$ cat config.mk
export PLATFORM = sky130hd
export DESIGN_NAME = pixel_input_quantizer_core
export DESIGN_NICKNAME = d
export VERILOG_FILES = /design/src/hw/rtl/piq_pkg.sv /design/src/hw/rtl/pixel_input_quantizer_core.sv
export VERILOG_INCLUDE_DIRS = /design/src /design/src/hw/rtl
export SDC_FILE = /design/constraint.sdc
export NUM_CORES = 1
export LEC_CHECK = 0
export BUFFER_PORTS_ARGS = -buffer_cell sky130_fd_sc_hd__buf_2
export CORE_ASPECT_RATIO = 0.6
export CORE_MARGIN = 4
export CORE_UTILIZATION = 56
export DETAILED_ROUTE_END_ITERATION = 10
export GPL_TIMING_DRIVEN = 0
export PLACE_DENSITY = 0.73
export SYNTH_ARGS = -nofsm -noshare
export SYNTH_HDL_FRONTEND = slang
export SYNTH_SLANG_ARGS = --single-unit
$ cat constraint.sdc
create_clock -name clk -period 8 [get_ports clk]
set_clock_uncertainty 0.15 [all_clocks]
set_input_delay 2.4 -clock clk [delete_from_list [all_inputs] [get_ports clk]]
set_output_delay 2.4 -clock clk [all_outputs]
set_load 0.05 [all_outputs]
$ cat src/hw/rtl/pixel_input_quantizer_core_assert.svh
// Assertion macros for the pixel input quantizer core
`ifndef PIXEL_INPUT_QUANTIZER_CORE_ASSERT_SVH
`define PIXEL_INPUT_QUANTIZER_CORE_ASSERT_SVH

`ifndef SYNTH
`define PIQ_ASSERT_IMP(label, clk, rst_n, ante, cons) \
	label: assert property (@(posedge clk) disable iff (!rst_n) (ante) |-> (cons)) \
		else $error("pixel_input_quantizer_core: assertion failed");
`define PIQ_ASSERT_NXT(label, clk, rst_n, ante, cons) \
	label: assert property (@(posedge clk) disable iff (!rst_n) (ante) |=> (cons)) \
		else $error("pixel_input_quantizer_core: assertion failed");
`else
`define PIQ_ASSERT_IMP(label, clk, rst_n, ante, cons)
`define PIQ_ASSERT_NXT(label, clk, rst_n, ante, cons)
`endif

`endif

$ cat src/hw/rtl/piq_pkg.sv
// Shared types and constants of the pixel input quantizer
package piq_pkg;

	localparam int PixelW  = 8;
	localparam int ModeW   = 2;
	localparam int IbitsW  = 3;
	localparam int ScaleW  = 24;
	localparam int ZpW     = 9;
	localparam int CfgIdxW = 3;
	localparam int CfgDataW = 24;
	localparam int ProdW   = PixelW + ScaleW;
	localparam int FracW   = 16;
	localparam int RndW    = ProdW - FracW + 1;
	localparam int SumW    = RndW + 2;

	typedef logic [ModeW-1:0] quant_mode_t;

	localparam quant_mode_t QM_FIXED    = 2'd0;
	localparam quant_mode_t QM_UNSIGNED = 2'd1;
	localparam quant_mode_t QM_SIGNED   = 2'd2;

	typedef logic [CfgIdxW-1:0] cfg_index_t;

	localparam cfg_index_t REG_QUANT_MODE   = 3'd0;
	localparam cfg_index_t REG_INTEGER_BITS = 3'd1;
	localparam cfg_index_t REG_COMB_SCALE   = 3'd2;
	localparam cfg_index_t REG_INPUT_OFFSET = 3'd3;
	localparam cfg_index_t REG_OUTPUT_ZP    = 3'd4;

	localparam logic [ScaleW-1:0] SCALE_ONE = 24'd65536;
	localparam logic [ProdW:0]    ROUND_HALF = 33'd32768;

	localparam logic signed [SumW-1:0] UNSIGNED_MIN = 19'sd0;
	localparam logic signed [SumW-1:0] UNSIGNED_MAX = 19'sd255;
	localparam logic signed [SumW-1:0] SIGNED_MIN   = -19'sd128;
	localparam logic signed [SumW-1:0] SIGNED_MAX   = 19'sd127;

endpackage

$ cat src/hw/rtl/pixel_input_quantizer_core.sv
// Pixel input quantizer: fixed-point and affine int8/uint8 quantization of 8-bit pixels
// A taken start passes the input and multiply registers; done comes from the result register.
// Throughput: one pixel per cycle; busy stays low, the input register, multiply
// register and result register form a three-stage pipeline.
// Reset: configuration returns to its defaults and pipeline valids clear.
// Each result shows for one cycle under done; the receiver cannot stall.
`include "pixel_input_quantizer_core_assert.svh"

module pixel_input_quantizer_core (
	input  logic                            clk,
	input  logic                            arst_n,
	input  logic                            start,
	output logic                            busy,
	input  logic [piq_pkg::PixelW-1:0]      pixel,
	output logic                            done,
	output logic [piq_pkg::PixelW-1:0]      quantized_pixel,
	input  logic                            cfg_valid,
	output logic                            cfg_ready,
	input  logic [piq_pkg::CfgIdxW-1:0]     cfg_index,
	input  logic [piq_pkg::CfgDataW-1:0]    cfg_data
);

	piq_pkg::quant_mode_t                quant_mode_q;
	logic [piq_pkg::IbitsW-1:0]          integer_bits_q;
	logic [piq_pkg::ScaleW-1:0]          combined_scale_q;
	logic [piq_pkg::PixelW-1:0]          input_offset_q;
	logic [piq_pkg::ZpW-1:0]             output_zp_q;

	logic                                valid_s1;
	logic [piq_pkg::PixelW-1:0]          pixel_s1;
	logic                                valid_s2;
	logic [piq_pkg::ProdW-1:0]           prod_s2;
	logic                                neg_s2;
	logic [piq_pkg::PixelW-1:0]          fix_s2;
	logic                                done_q;
	logic [piq_pkg::PixelW-1:0]          quantized_pixel_q;

	logic signed [piq_pkg::PixelW:0]     diff;
	logic [piq_pkg::PixelW:0]            mag9;
	logic [piq_pkg::ProdW-1:0]           prod_c;
	logic [piq_pkg::PixelW:0]            fix_sum;
	logic [piq_pkg::PixelW:0]            fix_shr;
	logic [piq_pkg::PixelW-1:0]          fix_c;

	logic [piq_pkg::ProdW:0]             rnd_sum;
	logic [piq_pkg::RndW-1:0]            rnd;
	logic signed [piq_pkg::SumW-1:0]     rnd_s;
	logic signed [piq_pkg::SumW-1:0]     aff_sum;
	logic signed [piq_pkg::SumW-1:0]     lo;
	logic signed [piq_pkg::SumW-1:0]     hi;
	logic signed [piq_pkg::SumW-1:0]     clamped;
	logic [piq_pkg::PixelW-1:0]          result_c;

	assign busy      = 1'b0;
	assign cfg_ready = 1'b1;
	assign done      = done_q;
	assign quantized_pixel = quantized_pixel_q;

	always_ff @(posedge clk or negedge arst_n) begin
		if (!arst_n) begin
			quant_mode_q     <= piq_pkg::QM_UNSIGNED;
			integer_bits_q   <= '0;
			combined_scale_q <= piq_pkg::SCALE_ONE;
			input_offset_q   <= '0;
			output_zp_q      <= '0;
		end else if (cfg_valid && cfg_ready) begin
			unique case (cfg_index)
				piq_pkg::REG_QUANT_MODE:   quant_mode_q     <= cfg_data[piq_pkg::ModeW-1:0];
				piq_pkg::REG_INTEGER_BITS: integer_bits_q   <= cfg_data[piq_pkg::IbitsW-1:0];
				piq_pkg::REG_COMB_SCALE:   combined_scale_q <= cfg_data[piq_pkg::ScaleW-1:0];
				piq_pkg::REG_INPUT_OFFSET: input_offset_q   <= cfg_data[piq_pkg::PixelW-1:0];
				piq_pkg::REG_OUTPUT_ZP:    output_zp_q      <= cfg_data[piq_pkg::ZpW-1:0];
				default: ;
			endcase
		end
	end

	// stage 1: capture the beat
	always_ff @(posedge clk or negedge arst_n) begin
		if (!arst_n) begin
			valid_s1 <= 1'b0;
		end else begin
			valid_s1 <= start && !busy;
		end
	end

	always_ff @(posedge clk) begin
		if (start && !busy) begin
			pixel_s1 <= pixel;
		end
	end

	// stage 2: offset, magnitude, multiply; fixed-point shift
	always_comb begin
		diff    = $signed({1'b0, pixel_s1}) - $signed({1'b0, input_offset_q});
		mag9    = diff[piq_pkg::PixelW] ? 9'(-diff) : 9'(diff);
		prod_c  = piq_pkg::ProdW'(mag9[piq_pkg::PixelW-1:0]) *
			piq_pkg::ProdW'(combined_scale_q);
		fix_sum = {1'b0, pixel_s1} + (9'd1 << integer_bits_q);
		fix_shr = fix_sum >> (4'(integer_bits_q) + 4'd1);
		fix_c   = fix_shr[piq_pkg::PixelW] ? {piq_pkg::PixelW{1'b1}} :
			fix_shr[piq_pkg::PixelW-1:0];
	end

	always_ff @(posedge clk or negedge arst_n) begin
		if (!arst_n) begin
			valid_s2 <= 1'b0;
		end else begin
			valid_s2 <= valid_s1;
		end
	end

	always_ff @(posedge clk) begin
		if (valid_s1) begin
			prod_s2 <= prod_c;
			neg_s2  <= diff[piq_pkg::PixelW];
			fix_s2  <= fix_c;
		end
	end

	// stage 3: round half away from zero, add zero point, clamp
	always_comb begin
		rnd_sum = {1'b0, prod_s2} + piq_pkg::ROUND_HALF;
		rnd     = rnd_sum[piq_pkg::ProdW:piq_pkg::FracW];
		rnd_s   = neg_s2 ? -$signed({2'b00, rnd}) : $signed({2'b00, rnd});
		aff_sum = $signed({{(piq_pkg::SumW-piq_pkg::ZpW){output_zp_q[piq_pkg::ZpW-1]}},
			output_zp_q}) + rnd_s;
		// high mode bit selects the signed range
		lo = quant_mode_q[1] ? piq_pkg::SIGNED_MIN : piq_pkg::UNSIGNED_MIN;
		hi = quant_mode_q[1] ? piq_pkg::SIGNED_MAX : piq_pkg::UNSIGNED_MAX;
		if (aff_sum < lo) begin
			clamped = lo;
		end else if (aff_sum > hi) begin
			clamped = hi;
		end else begin
			clamped = aff_sum;
		end
		result_c = (quant_mode_q == piq_pkg::QM_FIXED) ? fix_s2 :
			clamped[piq_pkg::PixelW-1:0];
	end

	always_ff @(posedge clk or negedge arst_n) begin
		if (!arst_n) begin
			done_q <= 1'b0;
		end else begin
			done_q <= valid_s2;
		end
	end

	always_ff @(posedge clk) begin
		if (valid_s2) begin
			quantized_pixel_q <= result_c;
		end
	end

	`PIQ_ASSERT_IMP(a_latency, clk, arst_n, start && !busy, ##3 done)
	`PIQ_ASSERT_IMP(a_no_spurious, clk, arst_n, !start, ##3 !done)
	`PIQ_ASSERT_NXT(a_stage_order, clk, arst_n, valid_s1, valid_s2)
	`PIQ_ASSERT_IMP(a_identity, clk, arst_n,
		done && quant_mode_q == piq_pkg::QM_UNSIGNED && output_zp_q == '0 &&
		combined_scale_q == piq_pkg::SCALE_ONE && input_offset_q == '0,
		quantized_pixel == $past(pixel, 3))
	`PIQ_ASSERT_IMP(a_fixed_range, clk, arst_n,
		done && quant_mode_q == piq_pkg::QM_FIXED && integer_bits_q == 3'd7,
		quantized_pixel <= 8'd1)

endmodule
# --- Word level (Yosys, flattened, before mapping) ---
# Index checks and enable logic that the tools add are counted.
classes:
  n_eq_ne: 4
  n_mux: 7
  addsub: 7
  mul: 1
  order_cmp: 2
  n_shift: 2
  reduce_logical: 7
op_table:
  columns: ["cell", "count"]
  rows:
  - ["$mux W8", 5]
  - ["$mux W19", 2]
  - ["$add A32 B16 Y33 const B", 1]
  - ["$mul A8 B24 Y32", 1]
  - ["$add A9 B19 Y19", 1]
  - ["$gt A19 B9 Y1", 1]
  - ["$lt A19 B19 Y1", 1]
  - ["$neg A17 Y19", 1]
  - ["$reduce_and A2 Y1", 5]
  - ["$add A8 B9 Y9", 1]
  - ["$shl A1 B3 Y9 const A", 1]
  - ["$shr A9 B4 Y9", 1]
  - ["$sub A8 B8 Y9", 1]
  - ["$neg A8 Y8", 1]
  - ["$eq A3 B2 Y1 const B", 2]
  - ["$add A3 B1 Y4 const B", 1]
  - ["$eq A3 B1 Y1 const B", 1]
  - ["$eq A3 B3 Y1 const B", 1]
  - ["$logic_not A3 Y1", 1]
  - ["$logic_not A2 Y1", 1]
word_totals:
  word_cells: 43
  regBits: 106
  input_bits: 39

# --- Longest topological paths before layout ---
# Gate-level depths: netlist of run 1.
logic_depth:
  depth_word: 8
  mapped_depth: 31

# --- Least setup slack after synthesis of run 1 ---
# No wires, ideal clock.
synth_path:
  path_type: "register -> register"
  startpoint: "register pixel_s1[0] (netlist bit)"
  endpoint: "register prod_s2[27] (netlist bit) (data pin)"
  required_ns: 7.591
  stages_incl_launch_ff: 31
  arrival_ns: 6.812
  period_less_slack_ns: 7.221
  setup_time_ns: 0.259
  slack_ns: 0.779
  path_buffers: 1
  cell_sequence: "edfxtp_1 -> inv_1 -> ha_1 -> inv_1 -> fa_1 -> nand2_1 -> nand2_1 -> a211oi_1 -> nor2_1 -> or3_1 -> o31ai_1 -> xnor2_1 -> xnor2_1 -> clkbuf_1 -> nand2_1 -> fa_1 -> fa_1 -> fa_1 -> fa_1 -> inv_1 -> ha_1 -> a21o_1 -> a21o_1 -> a21oi_1 -> nand3_1 -> o2111ai_1 -> a21oi_1 -> o21ai_1 -> nand3_1 -> a31oi_1 -> xnor2_1"
synth_via:
  elab_chain_cells: 4
synth_lines:
  columns: ["element", "line", "text"]
  rows:
  - ["start, declared", "pixel_input_quantizer_core.sv:30", "logic [piq_pkg::PixelW-1:0] pixel_s1;"]
  - ["start signal, assigned", "pixel_input_quantizer_core.sv:89", "pixel_s1 <= pixel;"]
  - ["$sub A8 B8 Y9 *", "pixel_input_quantizer_core.sv:95", "diff = $signed({1'b0, pixel_s1}) - $signed({1'b0, input_offset_q});"]
  - ["$neg A8 Y8", "pixel_input_quantizer_core.sv:96", "mag9 = diff[piq_pkg::PixelW] ? 9'(-diff) : 9'(diff);"]
  - ["$mux W8 *", "pixel_input_quantizer_core.sv:96", null]
  - ["$mul A8 B24 Y32 *", "pixel_input_quantizer_core.sv:97", "prod_c = piq_pkg::ProdW'(mag9[piq_pkg::PixelW-1:0]) *"]
  - ["via prod_c, one bit", "pixel_input_quantizer_core.sv:40", "logic [piq_pkg::ProdW-1:0] prod_c;"]
  - ["end signal, assigned", "pixel_input_quantizer_core.sv:115", "prod_s2 <= prod_c;"]
  - ["end, declared", "pixel_input_quantizer_core.sv:32", "logic [piq_pkg::ProdW-1:0] prod_s2;"]
# The timed path passes the listed nets; every way through them passes the cells marked *.
# A chain may end at the register's enable or synchronous reset.

# --- Worst setup path after layout of run 1 ---
# Ends and elaborated chain as after synthesis.

==> run summary, run 1 <==
Layout Cells excl Fill -> 1598
Yosys reg bits -> 91
minimum clock period -> 7.74 ns
setup slack after layout -> 0.260 ns
clock insertion delay at the later pin of the skew report -> 0.37 ns
commonest cells after routing, fill and taps aside -> 184 x inv_1, 133 x fa_1, 98 x ha_1
GRT overflow -> 0
detailed placement HPWL -> 22.4 mm
relative slew slack -> 16.3%
total wire length -> 28.2 mm
synth warn -> 0
DRC viols -> 0
asr flop ratio synth -> 53.8%
CTS tree -> done
Worst Setup Start Kind -> flop
register area share after synthesis -> 20.9%
Critical Path RT -> 7.96 ns
Crit path top cell by count -> fa_1
DRT Pass-1 Iters -> 5
post-synthesis mux area share -> 4.66%
Final Hold Fails -> 0
Final period util -> 96.7%
Max FO, Critical Path -> 5
wire length on met3 -> 2.22 mm
gpl congestion -> 0.889
first-pass GRT wire length -> 46.9 mm
syn nets -> 1518
Max Transition Viols Final -> 0
Slew @ Worst Pin -> 1.26 ns
routed via count -> 9091
fmax -> 129 MHz
slowest stage delay, CP -> 0.55 ns
post-synthesis compound-gate area fraction -> 11.0%
Initial Util -> 56.9%
IO Port Bufs -> 47
# IOs -> 50
Synth Area in Adders -> 32.8%
slowest CP cell -> fa_1
Max-cap violations -> 0
CTS buffer count -> 9
clock sinks -> 91
Post-Synthesis Cells -> 1247
status -> finished clean
main combinational cell family by area after synthesis -> adder cells
Syn Area/Cell -> 9.57 sq um
CP arrival -> 7.70 ns
fin util -> 62.3%
Setup Crit Path Kind -> reg2reg
Routed WL per cell -> 17.6 um
routed vias/inst -> 5.69
layout cells sized above 1 -> 13.0%
Min-Delay Path Class -> reg2reg
CP delay by family, top -> adder cells
hold_buf cts -> 0
most common cell after layout, fill and taps aside -> inv_1
Setup WS pre-CTS -> -0.734 ns
area delta synth->final -> 9.63%
EDFF count, synth -> 42
met2 WL -> 12.1 mm
CTS clk-pin slew, worst paths -> 0.08 ns
full die area -> 0.0238 sq mm
Synth cell types -> 77
ANT cells -> 0
Post-DRT Antenna Nets -> 0
Core ar. -> 0.0210 sq mm
largest net degree at the start of global routing -> 50
Bufs and invs on worst path -> 4
DIE HEIGHT -> 121 um
number of cells after detailed placement -> 1573
Final Setup Violations -> 0
top routing layer in use -> met4
number of global-route vias before repair -> 9247
clk buf depth -> 2
CTS root buf -> clkbuf_16
Iteration-0 DRC Markers -> 750
post-synthesis simple-gate area fraction -> 17.8%
nets -> 1585
Mapped Area -> 0.0119 sq mm
ys flop type -> dfrtp_1
CP Capture Type -> flop
Total GRT Usage -> 24.6%
met1 WL -> 13.7 mm
die width -> 196 um
initial antenna violation count -> 0
H-tree depth -> 3
Post-Synth XOR/XNOR Area -> 5.80%
num rows -> 41
-- cell usage after synthesis, drive strengths merged, types with 11 or more instances --
master | instances | area, sq um
nand3 | 23 | 138
clkbuf | 30 | 114
nand2 | 82 | 308
o21a | 11 | 82.6
fa | 134 | 2680
xor2 | 25 | 219
nor2b | 49 | 307
xnor2 | 54 | 473
nor3 | 23 | 120
edfxtp | 42 | 1260
and2 | 88 | 551
nor2 | 39 | 149
a21oi | 35 | 175
mux2 | 44 | 495
a21o | 30 | 226
nand2b | 30 | 188
o21ai | 39 | 195
inv | 184 | 691
dfrtp | 47 | 1180
ha | 98 | 1230
-- timing repair --
item                       CTS  global route
setup endpoints to repair   15            14
resized for setup           17            30
buffers inserted             4             5
pin swaps                    4             8
-- registers in the layout, summed over array words and instances, names as in the netlist --
signal	cells
combined_scale_q	24
fix_s2	8
integer_bits_q	3
pixel_s1	8
valid_s2	1
input_offset_q	8
neg_s2	1
done	1
quantized_pixel	8
valid_s1	1
prod_s2	17
quant_mode_q	2
output_zp_q	9
-- cells by family (layout without fill, tap and decap cells) --
kind of cell	count (synthesis)	in the layout
flip-flops	91	91
adder cells (fa/ha/maj)	232	232
AO/OA/AOI/OAI	192	192
other	2	2
multiplexers	50	50
buffers and inverters	220	292
AND/OR/NAND/NOR	381	381
XOR/XNOR	79	79
-- cell type report --
type                    instances  area (sq um)
fillers                      1750          7900
flip-flops and latches         91          2490
clock inverters                 7          78.8
well taps                     279           349
inverters                     184           691
clock buffers                   9           225
multi-input cells             936          8760
repair buffers                 56           303
plain buffers                  36           180
-- through the flow --
stage	hold slack [ns]	instance area, sq um	setup TNS [ns]
2_1_floorplan	0.329	11900	0
3_3_place_gp	0.338	12500	-5.02
3_5_place_dp	0.347	12500	-6.51
4_1_cts	0.364	12900	0
5_1_grt	0.387	13100	-0.0750
6_report	0.362	13100	0
-- per-layer routing --
layer	GRT usage [%]	up-vias
li1	-	4285
met1	37.5	4507
met2	36.9	279
met3	5.58	20
met4	3.53	0
met5	0	-
-- path summary, 6_finish.rpt --
path | start | endpoint | slack (ns) | cells past startpoint
worst max-delay path | pixel_s1[0] | prod_s2[27] | 0.26 | 30
worst min-delay path | input_offset_q[6] | input_offset_q[6] | 0.36 | 1
worst max register to register | pixel_s1[0] | prod_s2[27] | 0.26 | 30
worst min register to register | input_offset_q[6] | input_offset_q[6] | 0.36 | 1
max in group asynchronous | arst_n | combined_scale_q[14] | 4.88 | 1
min in group asynchronous | arst_n | done | 2.09 | 1
Power of run 1 is not shown: default switching activity piles up to over one toggle a cycle in this logic, so the estimate is an artifact.
==> inputs of run 2 (changes only) <==
- ABC_AREA: default -> 1
==> run 2 against run 1 <==
Global-route usage is 3.3 points higher. Sequential cell count stayed put. Wire length is 21% higher. Core utilization is 1.3 points lower. Register-to-register slack better by 0.20 ns. Via count is 24% higher. Count of clock-buffer cells in the layout stayed put. Final cell count is 28% higher. Die area is 4.7% higher. Critical path depth is 1 higher. Highest routed layer unchanged.
==> run summary, run 2 <==
DRC viols -> 0
reg2reg start -> pixel_s1[0]
Iteration-0 DRC Markers -> 1123
# IOs -> 50
synth warn -> 0
TNS Setup -> 0 ns
DIE HEIGHT -> 124 um
Critical Path RT -> 7.96 ns
DRT Pass-1 Iters -> 6
worst hold margin -> 0.345 ns
H-tree depth -> 3
Setup Crit Path Kind -> reg2reg
Mapped Area -> 0.0125 sq mm
CP Capture Type -> flop
Yosys reg bits -> 91
Hold Startpoint -> input_offset_q[6]
RSZ-0062 raised after global routing -> false
relative slew slack -> 18.2%
Synth Area in Adders -> 31.2%
Max FO, Critical Path -> 10
Synth cell types -> 52
most frequent cell after synthesis -> nand2_1
Final Hold Fails -> 0
setup slack after layout -> 0.457 ns
Crit path top cell by count -> nand2_1
die width -> 201 um
Final period util -> 94.3%
initial antenna violation count -> 0
fmax -> 133 MHz
status -> finished clean
setup bufs post-CTS -> 0
minimum clock period -> 7.54 ns
Final Setup Violations -> 0
number of global-route vias before repair -> 10638
gpl congestion -> 0.974
CTS root buf -> clkbuf_16
post-synthesis compound-gate area fraction -> 8.60%
Core ar. -> 0.0220 sq mm
Max-cap violations -> 0
GRT overflow -> 0
Worst R2R Setup Slack -> 0.46 ns
post-synthesis simple-gate area fraction -> 25.5%
nets -> 2033
layout cells sized above 1 -> 6.40%
Post-DRT Antenna Nets -> 0
CTS tree -> done
syn nets -> 1975
Routed WL per cell -> 16.6 um
Setup WS pre-CTS -> 0.500 ns
hold endpoint -> input_offset_q[6]
CP arrival -> 7.51 ns
area delta synth->final -> 7.26%
total wire length -> 34.1 mm
post-synthesis mux area share -> 0%
number of flip-flops in the largest register -> 24
routed via count -> 11301
worst reg2reg path endpoint -> prod_s2[31]
CTS buffer count -> 9
clock sinks -> 91
first-pass GRT wire length -> 55.5 mm
Largest Register -> combined_scale_q
biggest regs -> combined_scale_q: 24 flops, prod_s2: 17 flops, output_zp_q: 9 flops
main combinational cell family by area after synthesis -> adder cells
ys flop type -> dfrtp_1
num rows -> 42
Syn Area/Cell -> 7.35 sq um
Slew @ Worst Pin -> 1.23 ns
most common cell after layout, fill and taps aside -> nand2_1
register area share after synthesis -> 19.9%
largest net degree at the start of global routing -> 50
Min-Delay Path Class -> reg2reg
full die area -> 0.0249 sq mm
clock insertion delay at the later pin of the skew report -> 0.36 ns
Post-Synth XOR/XNOR Area -> 3.34%
Worst Setup Start Kind -> flop
Post-Synthesis Cells -> 1704
post-synth top area share -> 21.4%
largest cells by area after synthesis -> fa_1 21%, nand2_1 11%, inv_1 10%
detailed placement HPWL -> 28.2 mm
slowest CP cell -> fa_1
slowest stage delay, CP -> 0.56 ns
EDFF count, synth -> 42
CTS clk-pin slew, worst paths -> 0.07 ns
synth cell count leaders -> 381 x nand2_1, 339 x inv_1, 233 x nor2_1, 134 x fa_1, 98 x ha_1
IO Port Bufs -> 47
post-synth top area cell -> fa_1
asr flop ratio synth -> 53.8%
Total GRT Usage -> 27.9%
Reg2Reg Depth -> 31
commonest cells after routing, fill and taps aside -> 381 x nand2_1, 339 x inv_1, 233 x nor2_1
ANT cells -> 0
Max Transition Viols Final -> 0
Hold Crit Depth -> 2
clk buf depth -> 2
hold_buf cts -> 0
routed vias/inst -> 5.50
Initial Util -> 56.9%
==> run 2: how the worst max path moves through the flow <==
stage	start	slack (ns)	to
6_report	pixel_s1[0]	0.46	prod_s2[31]
5_1_grt	pixel_s1[0]	0.03	prod_s2[31]
4_1_cts	pixel_s1[0]	0.43	prod_s2[31]
3_5_place_dp	pixel_s1[0]	0.50	prod_s2[31]
3_3_place_gp	pixel_s1[0]	0.53	prod_s2[31]
2_1_floorplan	pixel_s1[0]	1.70	prod_s2[31]
==> run 2: critical path: cells and delay by family, from the launching register on <==
kind / cells / cell delay [ns]
flops: 1 / 0.36
fa+ha+maj: 7 / 3.12
buf+inv: 7 / 1.18
compound gates: 4 / 1.15
simple gates: 13 / 1.29
==> run 2: cell families after synthesis <==
logic type / count (synthesis)
simple gates: 758
buf+inv: 376
fa+ha+maj: 232
compound gates: 199
flops: 91
xor+xnor: 46
other cells: 2
==> run 2: timing repair <==
action / 4_1_cts / 5_1_grt
setup endpoints to repair: 0 / 1
gates resized for setup: 0 / 5
endpoints found under the hold margin: 0 / 0
==> run 2: cell type report <==
class | instances | area, sq um
Clock inverter | 7 | 71.3
Inverter | 346 | 1300
Multi-Input combinational cell | 1237 | 8630
Fill cell | 2031 | 8590
Tap cell | 286 | 358
Timing Repair Buffer | 47 | 235
Buffer | 30 | 128
Clock buffer | 9 | 225
Sequential cell | 91 | 2490
==> run 2: through the flow <==
step | utilization (%) | instances | cell area (sq um)
after floorplan | - | 1704 | 12500
after global placement | 59.6 | 2037 | 13100
after detailed placement | 59.6 | 2037 | 13100
after CTS | 60.9 | 2053 | 13400
after global routing | 61.0 | 2053 | 13400
final | 61.0 | 2053 | 13400
==> run 2: metal layers <==
| metal | part of all wire, % | vias up | global-route usage [%] |
|---|---|---|---|
| met5 | 0 | - | 0 |
| met4 | 1.3 | 0 | 4.73 |
| met3 | 11 | 40 | 8.14 |
| met2 | 38 | 516 | 38.6 |
| met1 | 49 | 5344 | 43.7 |
| li1 | - | 5401 | - |
Power of run 2 is left out for the same reason.
==> inputs of run 3 (changes only) <==
- ABC_AREA: 1 -> default
- SLEW_MARGIN: default -> 20
==> run 3 against run 2 <==
Setup slack got worse by 0.24 ns. Die area shrank 4.5%. Via count down 19%. First-iteration DRC count is 36% lower. Sequential cell count stayed put. Final cell count decreased by 22%. Maximum frequency is 3.1% lower. Critical endpoint is now prod_s2[27].
==> run summary, run 3 (synthesized netlist as in run 1, its figures left out) <==
CTS root buf -> clkbuf_16
Initial Util -> 56.9%
Bufs and invs on worst path -> 4
clock insertion delay at the later pin of the skew report -> 0.36 ns
area delta synth->final -> 9.91%
Setup WS pre-CTS -> -0.726 ns
biggest regs -> combined_scale_q: 24 flops, prod_s2: 17 flops, output_zp_q: 9 flops
number of global-route vias before repair -> 9196
total wire length -> 28.2 mm
fillcell total -> 1758
Critical Path RT -> 7.96 ns
Crit path top cell by count -> fa_1
layout cells sized above 1 -> 13.2%
CTS buffer count -> 9
Final period util -> 97.3%
GRT overflow -> 0
CP delay by family, top -> adder cells
Max Transition Viols Final -> 0
num rows -> 41
initial antenna violation count -> 0
CP Capture Type -> flop
Final Hold Fails -> 0
routed via count -> 9109
Total GRT Usage -> 24.7%
slowest stage delay, CP -> 0.55 ns
Setup Crit Path Kind -> reg2reg
fmax -> 128 MHz
CP arrival -> 7.75 ns
largest net degree at the start of global routing -> 50
commonest cells after routing, fill and taps aside -> 184 x inv_1, 134 x fa_1, 98 x ha_1
Min-Delay Path Class -> reg2reg
routed vias/inst -> 5.69
TNS Setup -> 0 ns
first-pass GRT wire length -> 46.9 mm
Slew @ Worst Pin -> 0.902 ns
most common cell after layout, fill and taps aside -> inv_1
slowest CP cell -> fa_1
DRC viols -> 0
IO Port Bufs -> 47
Iteration-0 DRC Markers -> 714
# IOs -> 50
DIE HEIGHT -> 121 um
busiest layer in global routing -> met1
DRT Pass-1 Iters -> 6
Core ar. -> 0.0210 sq mm
ANT cells -> 0
clk buf depth -> 2
Routed WL per cell -> 17.6 um
setup slack after layout -> 0.215 ns
Worst Setup Start Kind -> flop
status -> finished clean
clock sinks -> 91
gpl congestion -> 0.889
Layout Cells excl Fill -> 1601
Post-DRT Antenna Nets -> 0
full die area -> 0.0238 sq mm
grt met2 use -> 36.9%
M1 GR Usage -> 37.8%
Final Setup Violations -> 0
number of flip-flops in the largest register -> 24
detailed placement HPWL -> 22.3 mm
Max FO, Critical Path -> 10
Largest Register -> combined_scale_q
CTS clk-pin slew, worst paths -> 0.08 ns
nets -> 1588
minimum clock period -> 7.78 ns
Max-cap violations -> 0
die width -> 196 um
relative slew slack -> 39.0%
number of cells after detailed placement -> 1573
H-tree depth -> 3
global-route track usage on met3 -> 5.22%
CTS tree -> done
run 3: cell types whose count changed in the layout (fill, tap and decap cells not counted), moves of 41 or more:
cell | before | now
nor2_1 | 233 | 37
xnor2_1 | 11 | 52
mux2_2 | 0 | 44
nand2_1 | 381 | 82
and2_1 | 0 | 88
nor2b_1 | 0 | 49
nand3_1 | 67 | 19
inv_1 | 339 | 184
a21oi_1 | 88 | 31
run 3: worst paths after layout:
check / startpoint / endpoint / slack, ns / depth (start not counted)
setup / recovery: pixel_s1[0] / prod_s2[27] / 0.22 / 28
hold / removal: input_offset_q[1] / input_offset_q[1] / 0.36 / 1
setup reg to reg: pixel_s1[0] / prod_s2[27] / 0.22 / 28
hold reg to reg: input_offset_q[1] / input_offset_q[1] / 0.36 / 1
max in group asynchronous: arst_n / valid_s1 / 5.29 / 1
min in group asynchronous: arst_n / quant_mode_q[1] / 1.91 / 1
run 3: routing by layer:
| metal | part of all wire (%) | vias to the layer above | routed length (um) |
|---|---|---|---|
| met5 | 0 | - | 0 |
| met4 | 0.81 | 0 | 229 |
| met3 | 7.8 | 19 | 2190 |
| met2 | 43 | 264 | 12100 |
| met1 | 48 | 4548 | 13600 |
| li1 | - | 4278 | - |
run 3: final cells by class:
type	instances	area, sq um	area share [%]
clock inverter	7	78.8	0.601
buffer	35	173	1.32
sequential	91	2490	19.0
timing repair buffer	60	348	2.65
clock buffer	9	225	1.72
inverter	184	691	5.27
multi-input combinational	936	8760	66.8
tap	279	349	2.66
run 3: through the flow:
step,cell area [sq um],hold WS (ns),util (%)
floorplan,11900,0.329,-
detailed placement,12500,0.344,59.7
global placement,12500,0.338,59.7
global route,13100,0.381,62.5
CTS,12900,0.361,61.6
finish,13100,0.362,62.5
run 3: what timing repair did:
item,in CTS,in global routing
gates resized for setup,15,27
hold buffers,0,0
pin swaps,2,7
setup endpoints to repair,15,15
setup buffers,4,9
Power of run 3 is left out for the same reason.
